**config.mk**
```make
export PLATFORM = sky130hd
export DESIGN_NAME = voxel_face_cull_ao_top
export DESIGN_NICKNAME = d
export VERILOG_FILES = /design/src/rtl/core/vfcao_pkg.sv /design/src/rtl/core/voxel_face_cull_ao_top.sv /design/src/rtl/core/vfcao_face_mux.sv
export SDC_FILE = /design/constraint.sdc
export NUM_CORES = 1
export LEC_CHECK = 0
export ABC_CLOCK_PERIOD_IN_PS = 5900
export BUFFER_PORTS_ARGS = -buffer_cell sky130_fd_sc_hd__buf_2
export CAP_MARGIN = 20
export CORE_ASPECT_RATIO = 1.4
export CORE_UTILIZATION = 55
export DETAILED_ROUTE_END_ITERATION = 7
export PLACE_DENSITY_LB_ADDON = 0.08
export SKIP_LAST_GASP = 1
export SLEW_MARGIN = 20
export SYNTH_ARGS = -nofsm -noshare
export SYNTH_HDL_FRONTEND = slang
export SYNTH_HIERARCHICAL = 1
export SYNTH_SLANG_ARGS = --single-unit
```
**constraint.sdc**
```tcl
create_clock -name clk -period 5.9 [get_ports clk]
set_clock_uncertainty 0.1 [all_clocks]
set_input_delay 0.295 -clock clk [delete_from_list [all_inputs] [get_ports clk]]
set_output_delay 0.295 -clock clk [all_outputs]
set_load 0.01 [all_outputs]
```
**src/rtl/core/vfcao_pkg.sv**
```systemverilog
// ----------------------------------------------------------------------------
// vfcao_pkg
// Shared types, tables and helpers for voxel face culling with per-corner
// ambient occlusion.
// ----------------------------------------------------------------------------
package vfcao_pkg;

	localparam int FaceCount = 6;
	localparam int PosW      = 6;
	localparam int TexW      = 9;
	localparam int AoW       = 2;
	localparam int OccW      = 27;
	localparam int WordW     = 40;

	// Orientation codes as they appear in the face word
	typedef enum logic [2:0] {
		ORI_TOP    = 3'd0,
		ORI_BOTTOM = 3'd1,
		ORI_FRONT  = 3'd2,
		ORI_BACK   = 3'd3,
		ORI_LEFT   = 3'd4,
		ORI_RIGHT  = 3'd5
	} ori_t;

	// Faces leave in this order: front, back, bottom, top, left, right
	localparam ori_t EMIT_ORDER [0:FaceCount-1] = '{
		ORI_FRONT, ORI_BACK, ORI_BOTTOM, ORI_TOP, ORI_LEFT, ORI_RIGHT
	};

	// Occluder bit per orientation:
	// side lx, side hx, side ly, side hy, corner lxly, hxly, lxhy, hxhy
	localparam logic [4:0] NB_BITS [0:FaceCount-1][0:7] = '{
		'{5'd15, 5'd17, 5'd7,  5'd25, 5'd6,  5'd8,  5'd24, 5'd26},
		'{5'd9,  5'd11, 5'd1,  5'd19, 5'd0,  5'd2,  5'd18, 5'd20},
		'{5'd3,  5'd5,  5'd1,  5'd7,  5'd0,  5'd2,  5'd6,  5'd8 },
		'{5'd21, 5'd23, 5'd19, 5'd25, 5'd18, 5'd20, 5'd24, 5'd26},
		'{5'd9,  5'd15, 5'd3,  5'd21, 5'd0,  5'd6,  5'd18, 5'd24},
		'{5'd5,  5'd23, 5'd11, 5'd17, 5'd2,  5'd20, 5'd8,  5'd26}
	};

	// Selected face handed from the face mux to the result register
	typedef struct packed {
		logic             any;
		logic             last;
		logic [WordW-1:0] word;
	} pick_t;

	// Corner AO: zero when both sides occlude, else 3 minus occluder count
	function automatic logic [AoW-1:0] corner_ao(input logic s1, input logic s2,
		input logic c);
		logic [AoW-1:0] cnt;
		cnt = {1'b0, s1} + {1'b0, s2} + {1'b0, c};
		if (s1 && s2) begin
			return '0;
		end
		return 2'd3 - cnt;
	endfunction

endpackage

```
**src/rtl/core/voxel_face_cull_ao_top.sv**
```systemverilog
// ----------------------------------------------------------------------------
// voxel_face_cull_ao_top
// Voxel face culling with per-corner ambient occlusion: one voxel in, one
// packed face word out for each visible face.
//
//   channel | handshake              | payload
//   --------+------------------------+------------------------------------------------
//   voxel   | vox_valid, vox_stall   | pos_x/y/z, is_air, self_liquid, face_*, occluders
//   face    | face_valid, face_stall | face_word, last_face
//
// A voxel sends one face per cycle through the single face output register while
// face_stall is low; air voxels and voxels with no visible face send no face.
// A new voxel is taken in the cycle its predecessor sends its last face.
// Results appear the cycle after the face is picked from the voxel register.
// Reset clears the pending-face mask and the result valid; no clearing pass.
// face_stall holds the result register and, through it, the voxel register.
// ----------------------------------------------------------------------------
module voxel_face_cull_ao_top (
	input  logic                                       clk,
	input  logic                                       arst_n,
	input  logic                                       vox_valid,
	output logic                                       vox_stall,
	input  logic [vfcao_pkg::PosW-1:0]                 pos_x,
	input  logic [vfcao_pkg::PosW-1:0]                 pos_y,
	input  logic [vfcao_pkg::PosW-1:0]                 pos_z,
	input  logic                                       is_air,
	input  logic                                       self_liquid,
	input  logic [vfcao_pkg::FaceCount-1:0]            face_open,
	input  logic [vfcao_pkg::FaceCount-1:0]            face_liquid,
	input  logic [vfcao_pkg::OccW-1:0]                 occluders,
	input  logic [vfcao_pkg::FaceCount*vfcao_pkg::TexW-1:0] face_textures,
	output logic                                       face_valid,
	input  logic                                       face_stall,
	output logic [vfcao_pkg::WordW-1:0]                face_word,
	output logic                                       last_face
);

	logic [vfcao_pkg::PosW-1:0]      pos_x_s1, pos_y_s1, pos_z_s1;
	logic [vfcao_pkg::OccW-1:0]      occ_s1;
	logic [vfcao_pkg::FaceCount*vfcao_pkg::TexW-1:0] tex_s1;
	logic [vfcao_pkg::FaceCount-1:0] mask_s1;
	logic [vfcao_pkg::FaceCount-1:0] vis_new;
	logic [vfcao_pkg::FaceCount-1:0] first;
	logic [vfcao_pkg::WordW-1:0]     word_q;
	logic                            last_q;
	logic                            out_valid_q;
	logic                            out_free;
	logic                            advance;
	logic                            vox_take;
	vfcao_pkg::pick_t                pick;

	// Visible faces of the incoming voxel, in emission order
	always_comb begin
		for (int i = 0; i < vfcao_pkg::FaceCount; i++) begin
			vis_new[i] = !is_air &&
				(face_open[vfcao_pkg::EMIT_ORDER[i]] ||
				 (!self_liquid && face_liquid[vfcao_pkg::EMIT_ORDER[i]]));
		end
	end

	// Handshake: advance one face whenever the result register can take it
	assign out_free  = !out_valid_q || !face_stall;
	assign advance   = out_free && pick.any;
	assign vox_stall = pick.any && !(advance && pick.last);
	assign vox_take  = vox_valid && !vox_stall;
	assign first     = mask_s1 & (~mask_s1 + vfcao_pkg::FaceCount'(1));

	// Hold the voxel payload for the whole transaction
	always_ff @(posedge clk) begin
		if (vox_take) begin
			pos_x_s1 <= pos_x;
			pos_y_s1 <= pos_y;
			pos_z_s1 <= pos_z;
			occ_s1   <= occluders;
			tex_s1   <= face_textures;
		end
	end

	// Pending-face mask: load on accept, drop the emitted face on advance
	always_ff @(posedge clk or negedge arst_n) begin
		if (!arst_n) begin
			mask_s1 <= '0;
		end else if (vox_take) begin
			mask_s1 <= vis_new;
		end else if (advance) begin
			mask_s1 <= mask_s1 & ~first;
		end
	end

	vfcao_face_mux u_face_mux (
		.pos_x         (pos_x_s1),
		.pos_y         (pos_y_s1),
		.pos_z         (pos_z_s1),
		.occluders     (occ_s1),
		.face_textures (tex_s1),
		.pending       (mask_s1),
		.pick          (pick)
	);

	// Result register valid
	always_ff @(posedge clk or negedge arst_n) begin
		if (!arst_n) begin
			out_valid_q <= 1'b0;
		end else if (out_free) begin
			out_valid_q <= advance;
		end
	end

	// Result register payload
	always_ff @(posedge clk) begin
		if (advance) begin
			word_q <= pick.word;
			last_q <= pick.last;
		end
	end

	assign face_valid = out_valid_q;
	assign face_word  = word_q;
	assign last_face  = last_q;

	// A face taken from the voxel register shows up as a result next cycle
	a_adv_to_out: assert property (@(posedge clk) disable iff (!arst_n)
		advance |=> face_valid)
		else $error("picked face did not reach the result register");

	// A non-final face leaves while the voxel still has faces pending
	a_more_pending: assert property (@(posedge clk) disable iff (!arst_n)
		(face_valid && !face_stall && !last_face) |-> (mask_s1 != '0))
		else $error("face sent without last mark but no faces remain");

	// Voxel side only stalls while a voxel is held
	a_stall_busy: assert property (@(posedge clk) disable iff (!arst_n)
		vox_stall |-> (mask_s1 != '0))
		else $error("voxel channel stalled with an empty voxel register");

	// The final face of a voxel empties the pending mask unless a new voxel loads
	a_last_clears: assert property (@(posedge clk) disable iff (!arst_n)
		(advance && pick.last && !vox_valid) |=> (mask_s1 == '0))
		else $error("pending faces left after the last face was sent");

endmodule

```
**src/rtl/core/vfcao_face_mux.sv**
```systemverilog
// ----------------------------------------------------------------------------
// vfcao_face_mux
// Builds the packed word of every face of the held voxel and picks the first
// pending one in emission order.
// ----------------------------------------------------------------------------
module vfcao_face_mux (
	input  logic [vfcao_pkg::PosW-1:0]             pos_x,
	input  logic [vfcao_pkg::PosW-1:0]             pos_y,
	input  logic [vfcao_pkg::PosW-1:0]             pos_z,
	input  logic [vfcao_pkg::OccW-1:0]             occluders,
	input  logic [vfcao_pkg::FaceCount*vfcao_pkg::TexW-1:0] face_textures,
	input  logic [vfcao_pkg::FaceCount-1:0]        pending,
	output vfcao_pkg::pick_t                       pick
);

	logic [vfcao_pkg::WordW-1:0]     words [0:vfcao_pkg::FaceCount-1];
	logic [vfcao_pkg::FaceCount-1:0] first;
	logic [vfcao_pkg::WordW-1:0]     word_mux;

	// Build one word per emission slot
	for (genvar i = 0; i < vfcao_pkg::FaceCount; i++) begin : g_face
		localparam int K = int'(vfcao_pkg::EMIT_ORDER[i]);
		logic lx, hx, ly, hy;
		logic [vfcao_pkg::AoW-1:0] a00, a10, a11, a01;

		assign lx  = occluders[vfcao_pkg::NB_BITS[K][0]];
		assign hx  = occluders[vfcao_pkg::NB_BITS[K][1]];
		assign ly  = occluders[vfcao_pkg::NB_BITS[K][2]];
		assign hy  = occluders[vfcao_pkg::NB_BITS[K][3]];
		assign a00 = vfcao_pkg::corner_ao(lx, ly, occluders[vfcao_pkg::NB_BITS[K][4]]);
		assign a10 = vfcao_pkg::corner_ao(hx, ly, occluders[vfcao_pkg::NB_BITS[K][5]]);
		assign a01 = vfcao_pkg::corner_ao(lx, hy, occluders[vfcao_pkg::NB_BITS[K][6]]);
		assign a11 = vfcao_pkg::corner_ao(hx, hy, occluders[vfcao_pkg::NB_BITS[K][7]]);

		assign words[i] = {a01, a11, a10, a00, 2'b00,
			face_textures[K*vfcao_pkg::TexW +: vfcao_pkg::TexW],
			vfcao_pkg::EMIT_ORDER[i], pos_z, pos_y, pos_x};
	end

	// Isolate the first pending slot
	assign first = pending & (~pending + vfcao_pkg::FaceCount'(1));

	// AND-OR select of the chosen word
	always_comb begin
		word_mux = '0;
		for (int i = 0; i < vfcao_pkg::FaceCount; i++) begin
			word_mux = word_mux | (words[i] & {vfcao_pkg::WordW{first[i]}});
		end
	end

	assign pick.any  = |pending;
	assign pick.last = (pending & ~first) == '0;
	assign pick.word = word_mux;

endmodule

```
Word level (Yosys, flattened, before mapping)
Index checks and enable logic that the tools add are counted.
- flip-flop bits (word level): 147
- bits in latches: 0
- RAM bits: 0
- bits in read-only memories: 0
- output and inout bits: 43
- logic and storage cells: 227
- memories: 0
- $add $sub $neg: 73
- multiply operators: 0
- divide/modulo/power cells: 0
- magnitude comparators: 0
- eq/ne operators: 0
- shifts and indexed selects: 0
- muxes and demuxes: 74
- bitwise logic cells: 15
- reduce and logical (&&, ||, !) cells: 56
- operators with widths (cell ; number):
    40-bit bitwise AND ; 6
    40-bit OR ; 5
    2-bit two-way mux ; 48
    1-bit by 1-bit adder with 2-bit output ; 24
    2-bit by 1-bit adder with 2-bit output ; 24
    2-bit subtractor (first input constant) ; 24
    1-bit logical AND ; 40
    1-bit two-way mux ; 24
    6-bit bitwise AND ; 2
    6-bit two-way mux ; 2
    6-bit inverter ; 2
    1-bit logical OR ; 7
    6-bit by 1-bit adder with 6-bit output (second input constant) ; 1
    1-bit zero test ; 6
    6-bit zero test ; 1
    6-bit OR reduction ; 1
    2-bit nonzero test ; 1

Longest topological paths before layout
- word-level depth: 12
- depth in mapped cells: 9
- mapped depth without buffers: 6

Modules after synthesis
The synthesis kept the hierarchy.
- modules (own cells, without submodules) (module ; times used ; cells each ; area each (um^2) ; seq. area each (um^2)):
    voxel_face_cull_ao_top ; 1 ; 180 ; 4635.7 ; 4379.2
    vfcao_face_mux ; 1 ; 231 ; 1866.8 ; 0.0

Worst setup path before layout
Ideal clock, no wire load.
- kind: reg2reg
- start point: register mask_s1[0] (netlist name)
- end point: register word_q, in the netlist face_word[0], enable pin
- arrival time: 2.288 ns
- data required time: 5.405 ns
- path slack: 3.116 ns
- cell stages (with the launch flop): 8
- clock period less this slack: 2.784 ns
- cells stage by stage: dfrtp_1 buf_4 nor2_1 buf_2 nand3b_1 clkbuf_1 a21bo_2 inv_1
- RTL lines (what ; line ; source):
    from (decl) ; voxel_face_cull_ao_top.sv:41 ; logic [vfcao_pkg::FaceCount-1:0] mask_s1;
    from (signal assigned) ; voxel_face_cull_ao_top.sv:84 ; mask_s1 <= vis_new;
    from (signal assigned) ; voxel_face_cull_ao_top.sv:86 ; mask_s1 <= mask_s1 & ~first;
    to (signal assigned) ; voxel_face_cull_ao_top.sv:112 ; word_q <= pick.word;
    to (decl) ; voxel_face_cull_ao_top.sv:44 ; logic [vfcao_pkg::WordW-1:0] word_q;

==> impl_metrics.tcl <==
set metrics [dict create \
    status "finished clean" \
    cts_buffers 17 \
    overflow 0 \
    criticalPathCategory "reg2reg" \
    boundaryPins 160 \
    layout_min_cycle_time_ns 3.959 \
    gp_congestion 0.8554 \
    startpoint_type "flip-flop" \
    finalNetCount 811 \
    core_mm2 0.01098 \
    synth_cells 404 \
    crit_path_end_kind "flip-flop" \
    dr_total_vias 4325 \
    crit_buf_inv 2 \
    syn_area_mm2 0.006292 \
    die_h_um 128.6 \
    max_freq_ghz 0.2526 \
    grt_pass1_vias 4654 \
    antenna_cells 0 \
    worstSkewPairLatency_ns 0.41 \
    hp-class "in2reg" \
    dp.final_hpwl_mm 8.410 \
    grt_max_degree 73 \
    routed_wl_mm 14.45 \
    start_util_pct 57.31 \
    grt_pass1_wl_mm 22.49 \
    drtIter0Drc 297 \
    rows 45 \
    fin_util_pct 79.17 \
    p_per_area_mw_per_mm2 503.7 \
    h-tree-depth 4 \
    die-area_mm2 0.01188 \
    arrival_ns 3.93 \
    hold_viol 0 \
    fin_crit_sh_pct 67.09 \
    worst_slew_pin_slew_ns 1.006 \
    die_w_um 92.40 \
    cts-root-buf "clkbuf_16" \
    place_ws_ns 1.951 \
    layout-drive-gt1-share_pct 30.09 \
    numPortBuffers 152 \
    syn_avg_cell_area_um2 15.57 \
    cts_setup_buffers 0 \
    power_mw 4.379 \
    cpMaxStageDelayCell "a31o_4" \
    path_delay_family "simple AND/OR/NAND/NOR gates" \
    final_common_cell "buf_2" \
    antenna_found_initial 0 \
    yosys_warnings 6 \
    drt.antenna.violating_nets 0 \
    cpPeakStageDelay_ns 0.77 \
    worstPathRequired_ns 5.87 \
    maxCapViolations 0 \
    slew_viol_final 0 \
    area_growth_pct 38.14 \
    drtPass1Iterations 5 \
    path_clk_slew_ns 0.06 \
    p_leak_nw 3.498 \
    clock-sinks 140 \
    routed_via_density 5.346 \
    cts_resized 0 \
    grt_usage_pct 25.77 \
    drc 0 \
    setup_slack_ns 1.941 \
    path_cells "buf_4, nor2_1, nand3b_1, nor2b_1, a31o_4, buf_4" \
    layout_common_cells "buf_2 (152), edfxtp_1 (133), dlygate4sd3_1 (93)" \
    hold_buffers 93 \
    setup_viol 0 \
    grt_setup_unrepaired "no" \
    path_max_fanout 72 \
    clock_path_buffers 2 \
    slew_headroom_pct 32.92 \
    wire_per_inst_um 17.86 \
    tns_ns 0 \
    ir_worst_vdd_mv 0.3230 \
    tritoncts "built" \
    cp_common_cell "buf_4" \
]
-- worst reg2reg max path: cells and delay by family (launching register included) --
kind / cells / cell delay, ns
AOI/OAI and AO/OA: 1 / 0.77
buffers and inverters: 2 / 0.74
DFF: 1 / 0.36
and+or+nand+nor: 3 / 1.64
-- routing by layer --
layer,vias up,wire [um],track usage [%]
li1,1993,-,-
met1,2083,5258,28.05
met2,205,7720,46.10
met3,44,928,6.383
met4,0,542,13.69
met5,-,0,0
-- stage by stage --
step	instances	cell area, um2	hold slack [ns]
2_1_floorplan	405	6296	-0.1006
3_3_place_gp	685	7188	0.03578
3_5_place_dp	685	7188	0.04672
4_1_cts	809	8692	0.09508
5_1_grt	809	8692	0.1200
6_report	809	8692	0.1092
-- registers in the layout (all words and copies together), names as in the netlist --
name        count
occ_s1         20
pos_x_s1        6
mask_s1         6
pos_z_s1        6
last_face       1
face_valid      1
pos_y_s1        6
tex_s1         54
face_word      40
-- path summary, 6_finish.rpt --
path                            cells past startpoint  slack, ns      endpoint        start
max in group asynchronous                           2       5.36    mask_s1[1]       arst_n
worst min-delay path                                3       0.11    face_valid   face_stall
min in group asynchronous                           2       0.17    mask_s1[0]       arst_n
worst min register to register                      1       0.41  face_word[4]  pos_x_s1[4]
worst max-delay path                                6       1.94     occ_s1[8]   mask_s1[0]
worst max register to register                      6       1.94     occ_s1[8]   mask_s1[0]
-- layout make-up --
type                    count  area [um2]
clock buffers              18       429.2
inverters                  26       97.59
fillers                   629        2287
flip-flops and latches    140        4169
repair buffers            249        1722
clock inverters            13       143.9
well taps                 141       176.4
multi-input cells         222        1954
-- power breakdown --
group | internal [mW] | total (mW) | leakage (nW) | switching [mW]
Clock | 0.623 | 1.02 | 0.276 | 0.398
Sequential | 1.68 | 1.89 | 1.37 | 0.211
Combinational | 0.544 | 1.47 | 1.86 | 0.926
Note: power is estimated with default switching activity, not from simulation.
